**config.mk**
```make
export PLATFORM = sky130hd
export DESIGN_NAME = base64_to_pcm16_sample_stream_unit
export DESIGN_NICKNAME = d
export VERILOG_FILES = /design/src/rtl/b64pcm_pkg.sv /design/src/rtl/b64pcm_dec.sv /design/src/rtl/base64_to_pcm16_sample_stream_unit.sv
export SDC_FILE = /design/constraint.sdc
export NUM_CORES = 1
export LEC_CHECK = 0
export BUFFER_PORTS_ARGS = -buffer_cell sky130_fd_sc_hd__buf_4
export CORE_MARGIN = 2
export CORE_UTILIZATION = 40
export DETAILED_ROUTE_END_ITERATION = 7
export PLACE_DENSITY_LB_ADDON = 0.15
export SLEW_MARGIN = 25
export SYNTH_ARGS = -nofsm -noshare
export SYNTH_HDL_FRONTEND = slang
export SYNTH_SLANG_ARGS = --single-unit
```
**constraint.sdc**
```tcl
create_clock -name clk -period 4.7 [get_ports clk]
set_input_delay 1.175 -clock clk [delete_from_list [all_inputs] [get_ports clk]]
set_output_delay 1.175 -clock clk [all_outputs]
set_load 0.02 [all_outputs]
```
**src/rtl/b64pcm_pkg.sv**
```systemverilog
// Package with the shared types, codes, constants and symbol decode of the base64 to PCM unit.
`timescale 1ns / 1ps

package b64pcm_pkg;

  localparam int unsigned BATCH_SIZE = 512;
  localparam int unsigned CNT_W = (BATCH_SIZE > 1) ? $clog2(BATCH_SIZE) : 1;
  localparam int unsigned FILL_W = 9;
  localparam int unsigned TOTAL_W = 32;
  localparam int unsigned ACC_W = 14;
  localparam int unsigned HELD_W = 4;

  localparam logic [1:0] OP_CONT  = 2'd0;
  localparam logic [1:0] OP_START = 2'd1;
  localparam logic [1:0] OP_EOS   = 2'd2;

  localparam logic KIND_SAMPLE = 1'b0;
  localparam logic KIND_REPORT = 1'b1;

  typedef struct packed {
    logic [1:0] opcode;
    logic [7:0] symbol;
  } item_t;

  typedef struct packed {
    logic               kind;
    logic signed [15:0] sample;
    logic               batch_end;
    logic [FILL_W-1:0]  batch_fill;
    logic [TOTAL_W-1:0] total_samples;
    logic               odd_dropped;
  } res_t;

  typedef struct packed {
    logic       valid;
    logic       pad;
    logic [5:0] value;
  } sym_t;

  function automatic sym_t sym_decode(input logic [7:0] c);
    sym_t s;
    s = '{valid: 1'b0, pad: 1'b0, value: 6'd0};
    if (c >= "A" && c <= "Z") begin
      s.valid = 1'b1;
      s.value = 6'(c - "A");
    end else if (c >= "a" && c <= "z") begin
      s.valid = 1'b1;
      s.value = 6'(c - "a" + 8'd26);
    end else if (c >= "0" && c <= "9") begin
      s.valid = 1'b1;
      s.value = 6'(c - "0" + 8'd52);
    end else if (c == "+") begin
      s.valid = 1'b1;
      s.value = 6'd62;
    end else if (c == "/") begin
      s.valid = 1'b1;
      s.value = 6'd63;
    end else if (c == "=") begin
      s.pad = 1'b1;
    end
    return s;
  endfunction

endpackage

```
**src/rtl/b64pcm_dec.sv**
```systemverilog
// Decode state of the base64 to PCM unit: bit accumulator, byte pairing and stream counters.
`timescale 1ns / 1ps

module b64pcm_dec
  import b64pcm_pkg::*;
(
  input  logic  clk,
  input  logic  rst_n,
  input  logic  item_valid,
  input  item_t item,
  input  logic  advance,
  output logic  has_res,
  output res_t  res
);

  logic [ACC_W-1:0]   acc_r, acc_nxt;
  logic [HELD_W-1:0]  bits_r, bits_nxt;
  logic               closed_r, closed_nxt;
  logic [7:0]         low_r, low_nxt;
  logic               low_valid_r, low_valid_nxt;
  logic [CNT_W-1:0]   batch_r, batch_nxt;
  logic [TOTAL_W-1:0] total_r, total_nxt;

  sym_t             sym;
  logic [ACC_W-1:0] acc_sh;
  logic [HELD_W-1:0] bits_sum;
  logic [7:0]       byte_out;

  always_comb begin
    acc_nxt       = acc_r;
    bits_nxt      = bits_r;
    closed_nxt    = closed_r;
    low_nxt       = low_r;
    low_valid_nxt = low_valid_r;
    batch_nxt     = batch_r;
    total_nxt     = total_r;
    has_res       = 1'b0;
    res           = '0;
    sym           = sym_decode(item.symbol);
    acc_sh        = '0;
    bits_sum      = '0;
    byte_out      = '0;

    if (item_valid) begin
      if (item.opcode == OP_EOS) begin
        has_res           = 1'b1;
        res.kind          = KIND_REPORT;
        res.batch_end     = (batch_r != '0);
        res.batch_fill    = FILL_W'(batch_r);
        res.total_samples = total_r;
        res.odd_dropped   = low_valid_r;
        acc_nxt           = '0;
        bits_nxt          = '0;
        closed_nxt        = 1'b0;
        low_nxt           = '0;
        low_valid_nxt     = 1'b0;
        batch_nxt         = '0;
        total_nxt         = '0;
      end else if (item.opcode == OP_CONT || item.opcode == OP_START) begin
        if (item.opcode == OP_START) begin
          acc_nxt    = '0;
          bits_nxt   = '0;
          closed_nxt = 1'b0;
        end
        if (!closed_nxt) begin
          if (sym.pad) begin
            closed_nxt = 1'b1;
          end else if (sym.valid) begin
            acc_sh   = {acc_nxt[ACC_W-7:0], sym.value};
            bits_sum = bits_nxt + HELD_W'(6);
            acc_nxt  = acc_sh;
            bits_nxt = bits_sum;
            if (bits_sum >= HELD_W'(8)) begin
              bits_nxt = bits_sum - HELD_W'(8);
              byte_out = 8'(acc_sh >> bits_nxt);
              acc_nxt  = acc_sh & ACC_W'((15'd1 << bits_nxt) - 15'd1);
              if (!low_valid_r) begin
                low_nxt       = byte_out;
                low_valid_nxt = 1'b1;
              end else begin
                has_res       = 1'b1;
                res.kind      = KIND_SAMPLE;
                res.sample    = {byte_out, low_r};
                low_nxt       = '0;
                low_valid_nxt = 1'b0;
                if (total_r != '1) begin
                  total_nxt = total_r + TOTAL_W'(1);
                end
                if (batch_r == CNT_W'(BATCH_SIZE - 1)) begin
                  batch_nxt     = '0;
                  res.batch_end = 1'b1;
                end else begin
                  batch_nxt = batch_r + CNT_W'(1);
                end
              end
            end
          end
        end
      end
    end
  end

  always_ff @(posedge clk) begin
    if (!rst_n) begin
      acc_r       <= '0;
      bits_r      <= '0;
      closed_r    <= 1'b0;
      low_r       <= '0;
      low_valid_r <= 1'b0;
      batch_r     <= '0;
      total_r     <= '0;
    end else if (advance) begin
      acc_r       <= acc_nxt;
      bits_r      <= bits_nxt;
      closed_r    <= closed_nxt;
      low_r       <= low_nxt;
      low_valid_r <= low_valid_nxt;
      batch_r     <= batch_nxt;
      total_r     <= total_nxt;
    end
  end

endmodule

```
**src/rtl/base64_to_pcm16_sample_stream_unit.sv**
```systemverilog
// Top level of the base64 character stream to signed 16-bit PCM sample unit.
`timescale 1ns / 1ps

// The input channel carries one word per character: an opcode (continue run, start run,
// end of stream) and the raw character byte. The output channel carries at most one word
// per input word: a decoded sample, or the end-of-stream report with batch fill, the
// saturating sample total and the odd-byte flag.
// An accepted word is held in an input register and is then decoded into the output
// register, from which its result is presented on the output. One word is accepted
// every cycle while in_stall is low; the decode of a word and the state it updates
// lie combinationally between the input and output registers.
// Words that produce no result leave the input register even while the output stalls.
// When the receiver stalls, the finished result waits in the output register, and the
// input register still drains words that give no result; a word with a result waits
// there and then in_stall rises until the output register frees up.
// A synchronous reset empties both registers and clears all decode state, sample
// and batch counters.

module base64_to_pcm16_sample_stream_unit
  import b64pcm_pkg::*;
(
  input  logic               clk,
  input  logic               rst_n,
  input  logic               in_valid,
  output logic               in_stall,
  input  logic [1:0]         in_opcode,
  input  logic [7:0]         in_symbol,
  output logic               out_valid,
  input  logic               out_stall,
  output logic               out_kind,
  output logic signed [15:0] out_sample,
  output logic               out_batch_end,
  output logic [FILL_W-1:0]  out_batch_fill,
  output logic [TOTAL_W-1:0] out_total_samples,
  output logic               out_odd_dropped
);

  logic  s1_valid_r, s1_valid_nxt;
  item_t s1_item_r;
  logic  out_valid_r, out_valid_nxt;
  res_t  out_res_r;
  logic  has_res;
  res_t  res;
  logic  advance;
  logic  in_accept;
  logic  out_load;

  b64pcm_dec u_dec (
    .clk        (clk),
    .rst_n      (rst_n),
    .item_valid (s1_valid_r),
    .item       (s1_item_r),
    .advance    (advance),
    .has_res    (has_res),
    .res        (res)
  );

  assign advance   = s1_valid_r && (!has_res || !out_valid_r || !out_stall);
  assign in_stall  = s1_valid_r && !advance;
  assign in_accept = in_valid && !in_stall;
  assign out_load  = advance && has_res;

  always_comb begin
    s1_valid_nxt = s1_valid_r;
    if (in_accept) begin
      s1_valid_nxt = 1'b1;
    end else if (advance) begin
      s1_valid_nxt = 1'b0;
    end
    out_valid_nxt = out_load || (out_valid_r && out_stall);
  end

  always_ff @(posedge clk) begin
    if (!rst_n) begin
      s1_valid_r  <= 1'b0;
      out_valid_r <= 1'b0;
    end else begin
      s1_valid_r  <= s1_valid_nxt;
      out_valid_r <= out_valid_nxt;
    end
  end

  always_ff @(posedge clk) begin
    if (in_accept) begin
      s1_item_r <= '{opcode: in_opcode, symbol: in_symbol};
    end
    if (out_load) begin
      out_res_r <= res;
    end
  end

  assign out_valid         = out_valid_r;
  assign out_kind          = out_res_r.kind;
  assign out_sample        = out_res_r.sample;
  assign out_batch_end     = out_res_r.batch_end;
  assign out_batch_fill    = out_res_r.batch_fill;
  assign out_total_samples = out_res_r.total_samples;
  assign out_odd_dropped   = out_res_r.odd_dropped;

  a_hold_word: assert property (@(posedge clk) disable iff (!rst_n)
    (s1_valid_r && !advance) |=> (s1_valid_r && $stable(s1_item_r)))
    else $error("Input word lost while waiting for the output register.");

  a_stall_full: assert property (@(posedge clk) disable iff (!rst_n)
    in_stall |-> (s1_valid_r && has_res && out_valid_r))
    else $error("Input stalled without a blocked result.");

  a_report_zero: assert property (@(posedge clk) disable iff (!rst_n)
    (out_valid && out_kind == KIND_REPORT) |-> (out_sample == 16'sd0))
    else $error("Report word carries a nonzero sample.");

  a_sample_clean: assert property (@(posedge clk) disable iff (!rst_n)
    (out_valid && out_kind == KIND_SAMPLE) |->
      (out_batch_fill == '0 && out_total_samples == '0 && !out_odd_dropped))
    else $error("Sample word carries report fields.");

endmodule
```
Word level (Yosys, flattened, before mapping):

Index checks and enable logic that the tools add are counted.

* output and inout bits: 62
* flip-flop bits (word level): 141
* input port bits: 14
* logic and storage cells: 175

* mux-type cells: 93
* add/subtract/negate cells: 10
* equal/unequal tests: 9
* magnitude comparators: 7
* bitwise gates (word level): 6
* shift-type cells: 2
* reductions and logical operators: 31

Operators with widths (number)
* 32-bit 2-to-1 mux: 8
* 14-bit 2-to-1 mux: 10
* 18-bit 2-to-1 mux: 5
* 9-bit 2-to-1 mux: 8
* 8-bit 2-to-1 mux: 7
* 4-bit 2-to-1 mux: 10
* 1-bit 2-to-1 mux: 39
* 32-bit by 1-bit adder with 32-bit output (second input constant): 1
* 32-bit inequality test (second input constant): 1
* 6-bit 2-to-1 mux: 5
* 8-bit by 6-bit equality test with 1-bit output (second input constant): 3
* 17-bit 2-to-1 mux: 1
* 8-bit by 7-bit >= comparator with 1-bit output (second input constant): 2
* 8-bit by 7-bit <= comparator with 1-bit output (second input constant): 2
* 14-bit AND: 1
* 1-bit by 4-bit left shift with 14-bit output (first input constant): 1
* 14-bit by 4-bit >> shifter with 8-bit output: 1
* 14-bit by 1-bit subtractor with 14-bit output (second input constant): 1
* 2-bit nonzero test: 6
* 6-bit subtractor (second input constant): 2
* 9-bit by 1-bit adder with 9-bit output (second input constant): 1
* 9-bit equality test (second input constant): 1
* 9-bit AND reduction: 1
* 9-bit nonzero test: 1
* other kinds (22): 40

Depth between registers and ports, before layout:

Gate-level depths: netlist of the first run.

* word-level depth: 23
* depth in mapped cells: 18
* gate-level depth less buffers: 16

Modules after synthesis:

A second synthesis of the first run with hierarchy kept.

* cells, all modules: 707
* area, all modules: 6899.1 um^2

Modules (own cells, without submodules)
* b64pcm_dec: seq. area each 1261.2 um^2, instances 1, cells each 626, area an instance 4702.0 um^2
* base64_to_pcm16_sample_stream_unit: seq. area each 2142.1 um^2, instances 1, cells each 81, area an instance 2197.1 um^2

Least setup slack after synthesis of the first run:

No wires, ideal clock.

* path type: reg2out
* start: register s1_item_r[8] (netlist name)
* end: output port in_stall
* slack: 1.289 ns
* buffers on the path: 0
* cell stages (with the launch flop): 10
* arrival: 2.236 ns
* data required time: 3.525 ns
* cell sequence: edfxtp_1 > nand2b_1 > and2_1 > clkinv_1 > ha_1 > or3_1 > nand3_1 > a211oi_1 > o21ai_0 > inv_1

* word-level cells in the longest chain between the ends: 20
* elaborated cells on any way between the ends: 27
* those cells by class: add/sub (1); order compare (1); eq/ne (2); mux (15); reduce/logical (8)

RTL lines
* start, declared: RTL line base64_to_pcm16_sample_stream_unit.sv:39 `item_t s1_item_r;`
* start signal, assigned: RTL line base64_to_pcm16_sample_stream_unit.sv:85 `s1_item_r <= '{opcode: in_opcode, symbol: in_symbol};`
* 2-bit by 1-bit equality test with 1-bit output: RTL line b64pcm_dec.sv:59, b64pcm_dec.sv:60
* 4-bit 2-to-1 mux: RTL line b64pcm_dec.sv:60 `if (item.opcode == OP_START) begin`
* 4-bit 2-to-1 mux: RTL line b64pcm_dec.sv:59 `end else if (item.opcode == OP_CONT || item.opcode == OP_START) begin`
* 4-bit 2-to-1 mux: RTL line b64pcm_dec.sv:45 `if (item.opcode == OP_EOS) begin`
* 4-bit 2-to-1 mux: RTL line b64pcm_dec.sv:44 `if (item_valid) begin`
* 4-bit by 3-bit adder with 4-bit output: RTL line b64pcm_dec.sv:70 `bits_sum = bits_nxt + HELD_W'(6);`
* 4-bit >= comparator: RTL line b64pcm_dec.sv:73 `if (bits_sum >= HELD_W'(8)) begin`
* 1-bit 2-to-1 mux: RTL line b64pcm_dec.sv:73
* [... 3 more ...]
* 1-bit 2-to-1 mux: RTL line b64pcm_dec.sv:59
* 1-bit 2-to-1 mux *: RTL line b64pcm_dec.sv:45
* 1-bit 2-to-1 mux *: RTL line b64pcm_dec.sv:44
* 1-bit logical NOT *: RTL line base64_to_pcm16_sample_stream_unit.sv:58 `assign advance = s1_valid_r && (!has_res || !out_valid_r || !out_stall);`
* 1-bit logical OR * (2 in series): RTL line base64_to_pcm16_sample_stream_unit.sv:58
* 1-bit logical AND *: RTL line base64_to_pcm16_sample_stream_unit.sv:58
* 1-bit logical NOT *: RTL line base64_to_pcm16_sample_stream_unit.sv:59 `assign in_stall = s1_valid_r && !advance;`
* 1-bit logical AND *: RTL line base64_to_pcm16_sample_stream_unit.sv:59
* end, declared: RTL line base64_to_pcm16_sample_stream_unit.sv:25 `output logic in_stall,`

Every way passes the cells marked *; elsewhere a longest branch is shown, timed or not. The select of a mux whose other input is x is not followed.

Worst setup path in the final report of the first run:

* start: register s1_item_r[9] (netlist name)
* end: output port in_stall

The elaborated chain is that of the path after synthesis.

==> impl_metrics.tcl, run 1 <==
set metrics [dict create \
    postCtsSetupBuffers 0 \
    worstPathBufferInverterCount 4 \
    final-max-slew-violation-count 0 \
    max_stage_delay_ps 540 \
    async_flop_share_pct 0 \
    ctsLongestPathBuffers 2 \
    instances_no_fill 1033 \
    dieArea_mm2 0.0186 \
    insertedDiodeCount 0 \
    synth_xor_xnor_area_share_pct 4.38 \
    sequential_share_of_the_synthesized_area_pct 48.7 \
    syn-instance-count 727 \
    setup-violations-final 0 \
    clock_tree.htree_level_count 4 \
    post_synth_and_or_nand_nor_area_fraction_pct 23.8 \
    max_clk_rate_mhz 225 \
    ys.flop_type "sky130_fd_sc_hd__edfxtp_1" \
    floorplan.initialDensity_pct 40.7 \
    count_of_nets_after_finishing 824 \
    detail_route.iter0.violations 551 \
    post_synth_num_cell_types 77 \
    netlist_area_mm2 0.00699 \
    numClockSinks 135 \
    intPower_uw 2170 \
    power.share.combinational_pct 6.3 \
    skew_ps 6.90 \
    syn_avg_cell_area_um2 9.62 \
    post_route_cells_drive_above_1_share_pct 17.9 \
    maximum_net_fanout_on_the_critical_path 12 \
    switching_power_uw 644 \
    largest_net_degree_at_the_start_of_global_routing 49 \
    setup_tns_ps 0 \
    grtUsageTotal_pct 20.0 \
    timing.critical_path.from_type "flip-flop" \
    area_added_between_synthesis_and_finish_pct 19.8 \
    die_h_um 136 \
    place_hpwl_mm 12.7 \
    met2_usage_pct 32.5 \
    synth_mux_area_share_pct 1.36 \
    cts_tree "done" \
    globalRouteMet1Util_pct 26.2 \
    synth_compound_gate_area_share_pct 15.2 \
    gpl.final_weighted_congestion 0.900 \
    critical_path_depth 11 \
    dr_total_vias 5797 \
    fp-row-count 48 \
    worst-r2r-cell-count 14 \
    design.portCount 76 \
    io_buffer_count 75 \
    period_needed_ps 4450 \
    gr-max-usage-layer "met2" \
    postRouteAntennaNets 0 \
    core_region_area_mm2 0.0172 \
    grt_pass1_wl_mm 28.7 \
    postSynthRegisterBits 135 \
    detailedRoute.firstPassIterationCount 7 \
    power.clock.fraction_pct 48.9 \
    crit_path_cell_trace "nand2b_1, and2_1, clkinv_1, ha_1, or3_1, nand3_1, a211oi_1, o21ai_0, buf_4, inv_1, buf_4" \
    count_of_flip_flops_with_a_built_in_enable_after_synthesis 70 \
    global_route_overflow 0 \
    cts_root_buffer "sky130_fd_sc_hd__clkbuf_16" \
    max-cap-violations 0 \
    fillCellCount 1628 \
    wire_per_inst_um 17.5 \
    timing.final.crit_share_pct 94.6 \
    grt_pass1_vias 5362 \
    whs_path_depth 2 \
    grt_setup_unrepaired "false" \
    critical-path-slowest-cell "sky130_fd_sc_hd__edfxtp_1" \
    cts_hold_repair.buffers 0 \
    cp_common_cell "sky130_fd_sc_hd__buf_4" \
    synth.top_cells.by_area "sky130_fd_sc_hd__edfxtp_1 30%, sky130_fd_sc_hd__dfxtp_1 19%, sky130_fd_sc_hd__nor2_1 4.7%" \
    power_density_mw_per_mm2 336 \
    min-delay-path-class "flip-flop to flip-flop" \
    endpoint_kind "output port" \
    leakage_uw 0.00314 \
    vdd_ir_drop_max_v 0.000256 \
    main_combinational_cell_family_by_area_after_synthesis "simple AND/OR/NAND/NOR gates" \
    yosys.area.top_type "sky130_fd_sc_hd__edfxtp_1" \
    final_wirelength_mm 18.0 \
    synth_adder_area_share_pct 2.68 \
    run_status "completed" \
    cts.reportedPaths.clkPinSlew_ps 60 \
    place_worst_setup_slack_ps 712 \
    number_of_warnings_printed_during_yosys_synthesis 0 \
    floorplan.die.width_um 136 \
    worst_path_dominant_cell_family "simple AND/OR/NAND/NOR gates" \
    synth_top_area_share_pct 30.1 \
    cts_made_buffers 17 \
    drc 0 \
    grt_antenna_before_repair 0 \
    timing_worst_setup_path_type "flip-flop to output port" \
    synth_common_cells "87 x sky130_fd_sc_hd__nor2_1, 70 x sky130_fd_sc_hd__edfxtp_1, 65 x sky130_fd_sc_hd__dfxtp_1, 58 x sky130_fd_sc_hd__nand2_1, 41 x sky130_fd_sc_hd__and3_1" \
    postSynthNetCount 756 \
    grt_util_met3_pct 4.03 \
    post_cts_resize_count 0 \
    final_hold_violation_count 0 \
    worst_slew_pin_tran_ps 823 \
    switching_share_pct 22.9 \
    route.detailed.vias_per_inst 5.61 \
    setup_slack_ps 255 \
    insertion_delay_ps 410 \
    cp.arrival_ps 3270 \
    relSlewSlack_pct 45.0 \
    synth.most_common_cell "sky130_fd_sc_hd__nor2_1" \
    seq_power_share_pct 44.9 \
    required_ps 3520 \
    placedCellCount 1001 \
]
[kinds of logic (layout without fill, tap and decap cells)]
| logic type | after synthesis | count (layout) |
|---|---|---|
| simple gates | 323 | 323 |
| compound gates | 146 | 146 |
| flops | 135 | 135 |
| buf+inv | 64 | 145 |
| xor+xnor | 35 | 35 |
| fa+ha+maj | 15 | 15 |
| mux | 9 | 9 |
[power by group through the flow]
stage	Combinational, µW	Clock [µW]	Sequential, µW
CTS	174	1400	1260
detailed placement	174	0	1290
global placement	176	0	1290
finish	176	1370	1260
floorplan	112	0	1290
global route	190	1450	1260
[path summary, 6_finish.rpt]
path / from / to / slack, ps
hold / removal: u_dec.low_r[5] / u_dec.low_r[5] / 480
hold reg to reg: u_dec.low_r[5] / u_dec.low_r[5] / 480
setup / recovery: s1_item_r[9] / in_stall / 250
setup reg to reg: s1_item_r[9] / u_dec.acc_r[6] / 840
[cell usage in the layout (no fill, tap or decap), types with 9 or more instances in the layout]
| master | n |
|---|---|
| sky130_fd_sc_hd__nor2_1 | 87 |
| sky130_fd_sc_hd__buf_4 | 85 |
| sky130_fd_sc_hd__edfxtp_1 | 70 |
| sky130_fd_sc_hd__dfxtp_1 | 65 |
| sky130_fd_sc_hd__nand2_1 | 58 |
| sky130_fd_sc_hd__and3_1 | 41 |
| sky130_fd_sc_hd__a21oi_1 | 40 |
| sky130_fd_sc_hd__xnor2_1 | 26 |
| sky130_fd_sc_hd__inv_1 | 25 |
| sky130_fd_sc_hd__nand3_1 | 25 |
| sky130_fd_sc_hd__nor3_1 | 25 |
| sky130_fd_sc_hd__o21ai_0 | 21 |
| sky130_fd_sc_hd__and2_1 | 18 |
| sky130_fd_sc_hd__clkbuf_16 | 17 |
| sky130_fd_sc_hd__ha_1 | 15 |
| sky130_fd_sc_hd__nand4_1 | 13 |
| sky130_fd_sc_hd__nor2b_1 | 11 |
| sky130_fd_sc_hd__or3_1 | 11 |
| sky130_fd_sc_hd__a211oi_1 | 10 |
| sky130_fd_sc_hd__nor4_1 | 10 |
| sky130_fd_sc_hd__xor2_1 | 9 |
[sequential cells by signal, indices dropped and copies added (netlist names), 4 cells and up]
name               flops
u_dec.acc_r            8
u_dec.bits_r           4
u_dec.low_r            8
out_batch_fill         9
out_total_samples     32
u_dec.total_r         32
u_dec.batch_r          9
s1_item_r             10
out_sample            16
[worst register-to-register path: stages, from the launching register on]
cell                       delay [ps]
sky130_fd_sc_hd__edfxtp_1         540
sky130_fd_sc_hd__nand2b_1         170
sky130_fd_sc_hd__and2_1           450
sky130_fd_sc_hd__clkinv_1         180
sky130_fd_sc_hd__ha_1             740
sky130_fd_sc_hd__nand2_1          140
sky130_fd_sc_hd__nor2_1           220
sky130_fd_sc_hd__nand2_1           90
sky130_fd_sc_hd__ha_1             320
sky130_fd_sc_hd__xnor2_1          180
sky130_fd_sc_hd__nor3_1            60
sky130_fd_sc_hd__a311oi_1         370
sky130_fd_sc_hd__nor4_1            90
sky130_fd_sc_hd__a21oi_1          130
sky130_fd_sc_hd__nor2_1            50
[through the flow]
| step | area [µm²] | hold WS (ps) | utilization, % | total power [µW] |
|---|---|---|---|---|
| 5_1_grt | 8380 | 496 | 48.8 | 2910 |
| 3_3_place_gp | 7770 | 461 | 45.2 | 1460 |
| 4_1_cts | 8380 | 477 | 48.8 | 2840 |
| 3_5_place_dp | 7770 | 465 | 45.2 | 1460 |
| 2_1_floorplan | 6990 | 442 | - | 1400 |
| 6_report | 8380 | 476 | 48.8 | 2810 |
[layer usage]
metal | vias to the layer above | part of all wire, %
li1 | 2791 | -
met1 | 2751 | 44
met2 | 221 | 47
met3 | 34 | 6.0
met4 | 0 | 2.6
met5 | - | 0
[cell type report]
cell class / count / area [µm²] / area share, %
Clock buffer: 22 / 464 / 5.54
Clock inverter: 10 / 143 / 1.70
Inverter: 27 / 101 / 1.21
Multi-Input combinational cell: 528 / 3330 / 39.7
Sequential cell: 135 / 3400 / 40.6
Tap cell: 225 / 282 / 3.36
Timing Repair Buffer: 86 / 658 / 7.86
Power figures use the tool's default switching activity.
==> run 2, diff against run 1 <==
Settings changed: CORE_UTILIZATION 40 to 45.
Clock period 4.7 ns to 5.4 ns, I/O delays scaled along.
==> run 2 against run 1 <==
  * Utilization rose by 6.0 points
  * Sequential share of layout area is 0.23 points higher
  * Combinational power shrank 13%
  * Clock-buffer cell count decreased by 3
  * Final area is 0.55% lower
  * Via count is 0.14% lower
  * First-iteration DRC count is 3.3% higher
  * Non-clock buffer count decreased by 2
  * Critical path type unchanged
  * Largest power group unchanged
==> impl_metrics.tcl, run 2 (same netlist as run 1, synthesis figures left out) <==
set metrics [dict create \
    run_status "completed" \
    cp.arrival_ps 3420 \
    skew_ps 10.4 \
    max_stage_delay_ps 570 \
    timing.hold.worst.start "u_dec.low_r[1]" \
    worstPathBufferInverterCount 3 \
    cts_made_buffers 17 \
    critical-path-slowest-cell "sky130_fd_sc_hd__edfxtp_1" \
    insertion_delay_ps 420 \
    seq_power_share_pct 43.8 \
    min-delay-path-class "flip-flop to flip-flop" \
    relSlewSlack_pct 33.5 \
    drc 0 \
    floorplan.initialDensity_pct 46.0 \
    grt_antenna_before_repair 0 \
    insertedDiodeCount 0 \
    maximum_net_fanout_on_the_critical_path 12 \
    final_hold_violation_count 0 \
    dr_total_vias 5789 \
    global_route_overflow 0 \
    design.portCount 76 \
    endpoint_kind "output port" \
    crit_path_cell_trace "nand2b_1, and2_1, clkinv_1, ha_1, or3_1, nand3_1, a211oi_1, o21ai_0, inv_1, buf_4" \
    dpl_cell_area_mm2 0.00770 \
    numClockSinks 135 \
    final_wirelength_mm 18.1 \
    switching_power_uw 586 \
    intPower_uw 1920 \
    worst_slew_pin_tran_ps 985 \
    ctsLongestPathBuffers 2 \
    gpl.final_weighted_congestion 0.882 \
    timing_worst_setup_path_type "flip-flop to output port" \
    layout.cell_area.non_filler_mm2 0.00833 \
    post_route_cells_drive_above_1_share_pct 17.9 \
    dieArea_mm2 0.0165 \
    floorplan.die.width_um 129 \
    grt_pass1_wl_mm 28.7 \
    fp-row-count 45 \
    worst_path_dominant_cell_family "simple AND/OR/NAND/NOR gates" \
    post_cts_resize_count 0 \
    wire_per_inst_um 18.2 \
    layout.cells.most_common_list "87 x sky130_fd_sc_hd__nor2_1, 84 x sky130_fd_sc_hd__buf_4, 70 x sky130_fd_sc_hd__edfxtp_1, 65 x sky130_fd_sc_hd__dfxtp_1, 58 x sky130_fd_sc_hd__nand2_1" \
    postCtsSetupBuffers 0 \
    clock_tree.htree_level_count 4 \
    postRouteAntennaNets 0 \
    core_region_area_mm2 0.0152 \
    timing.final.crit_share_pct 88.4 \
    area_added_between_synthesis_and_finish_pct 19.2 \
    place_hpwl_mm 12.6 \
    setup_tns_ps 0 \
    period_needed_ps 4770 \
    worst-r2r-cell-count 14 \
    worstHoldEndpoint "u_dec.low_r[1]" \
    setup-violations-final 0 \
    whs_path_depth 2 \
    power.clock.fraction_pct 50.1 \
    detail_route.iter0.violations 569 \
    cts_tree "done" \
    power_density_mw_per_mm2 301 \
    die_h_um 129 \
    grt_setup_unrepaired "false" \
    count_of_nets_after_finishing 822 \
    max_clk_rate_mhz 209 \
    switching_share_pct 23.3 \
    leakage_uw 0.00314 \
    power.share.combinational_pct 6.1 \
    worst_r2r_startpoint "s1_item_r[9]" \
    final-max-slew-violation-count 0 \
    required_ps 4050 \
    critical_path_depth 10 \
    route.detailed.vias_per_inst 5.82 \
    io_buffer_count 75 \
    largest_net_degree_at_the_start_of_global_routing 48 \
    cts.reportedPaths.clkPinSlew_ps 60 \
    max-cap-violations 0 \
    r2r_end "u_dec.acc_r[6]" \
    grt_pass1_vias 5504 \
    vdd_ir_drop_max_v 0.000203 \
    cts_hold_repair.buffers 0 \
    worst_reg2reg_setup_slack_ps 1560 \
    detailedRoute.firstPassIterationCount 5 \
    grtUsageTotal_pct 22.2 \
    timing.critical_path.from_type "flip-flop" \
    cts_root_buffer "sky130_fd_sc_hd__clkbuf_16" \
    mostFrequentLayoutCell "sky130_fd_sc_hd__nor2_1" \
]
run 2: metrics by stage:
stage / util, % / total power [µW] / setup WS (ps) / hold WS (ps) / instances
2_1_floorplan: - / 1220 / 1810 / 442 / 727
3_3_place_gp: 50.6 / 1270 / 1200 / 453 / 962
3_5_place_dp: 50.6 / 1270 / 1120 / 468 / 962
4_1_cts: 54.8 / 2520 / 656 / 476 / 994
5_1_grt: 54.8 / 2580 / 344 / 494 / 994
6_report: 54.8 / 2510 / 626 / 475 / 994
run 2: tightest hold or removal path, delay by kind of cell (launching register included):
| kind | cells | cell delay (ps) |
|---|---|---|
| AOI/OAI and AO/OA | 1 | 60 |
| and+or+nand+nor | 1 | 50 |
| DFF | 1 | 310 |
run 2: worst max path at each step:
stage                     to          from  slack [ps]
floorplan           in_stall  s1_item_r[8]        1810
global placement    in_stall  s1_item_r[9]        1200
detailed placement  in_stall  s1_item_r[9]        1120
CTS                 in_stall  s1_item_r[9]         660
global route        in_stall  s1_item_r[9]         340
finish              in_stall  s1_item_r[9]         630
run 2: cell type report:
type | instances | area [µm²]
fillers | 1363 | 6870
flip-flops and latches | 135 | 3400
multi-input cells | 528 | 3330
repair buffers | 84 | 631
clock buffers | 19 | 443
well taps | 188 | 235
clock inverters | 13 | 191
inverters | 27 | 101
run 2: power groups by stage:
stage	combinational, µW	clock (µW)	sequential, µW
after CTS	151	1270	1100
after detailed placement	150	0	1120
final	153	1260	1100
after floorplan	97.7	0	1120
after global placement	151	0	1120
after global routing	165	1310	1100
run 2: metal layers:
layer  up-vias  routed length [µm]  track usage [%]
li1       2791                   -                -
met1      2754                8140             29.6
met2       210                8490             35.5
met3        34                1060             4.53
met4         0                 354             9.08
met5         -                   0                0
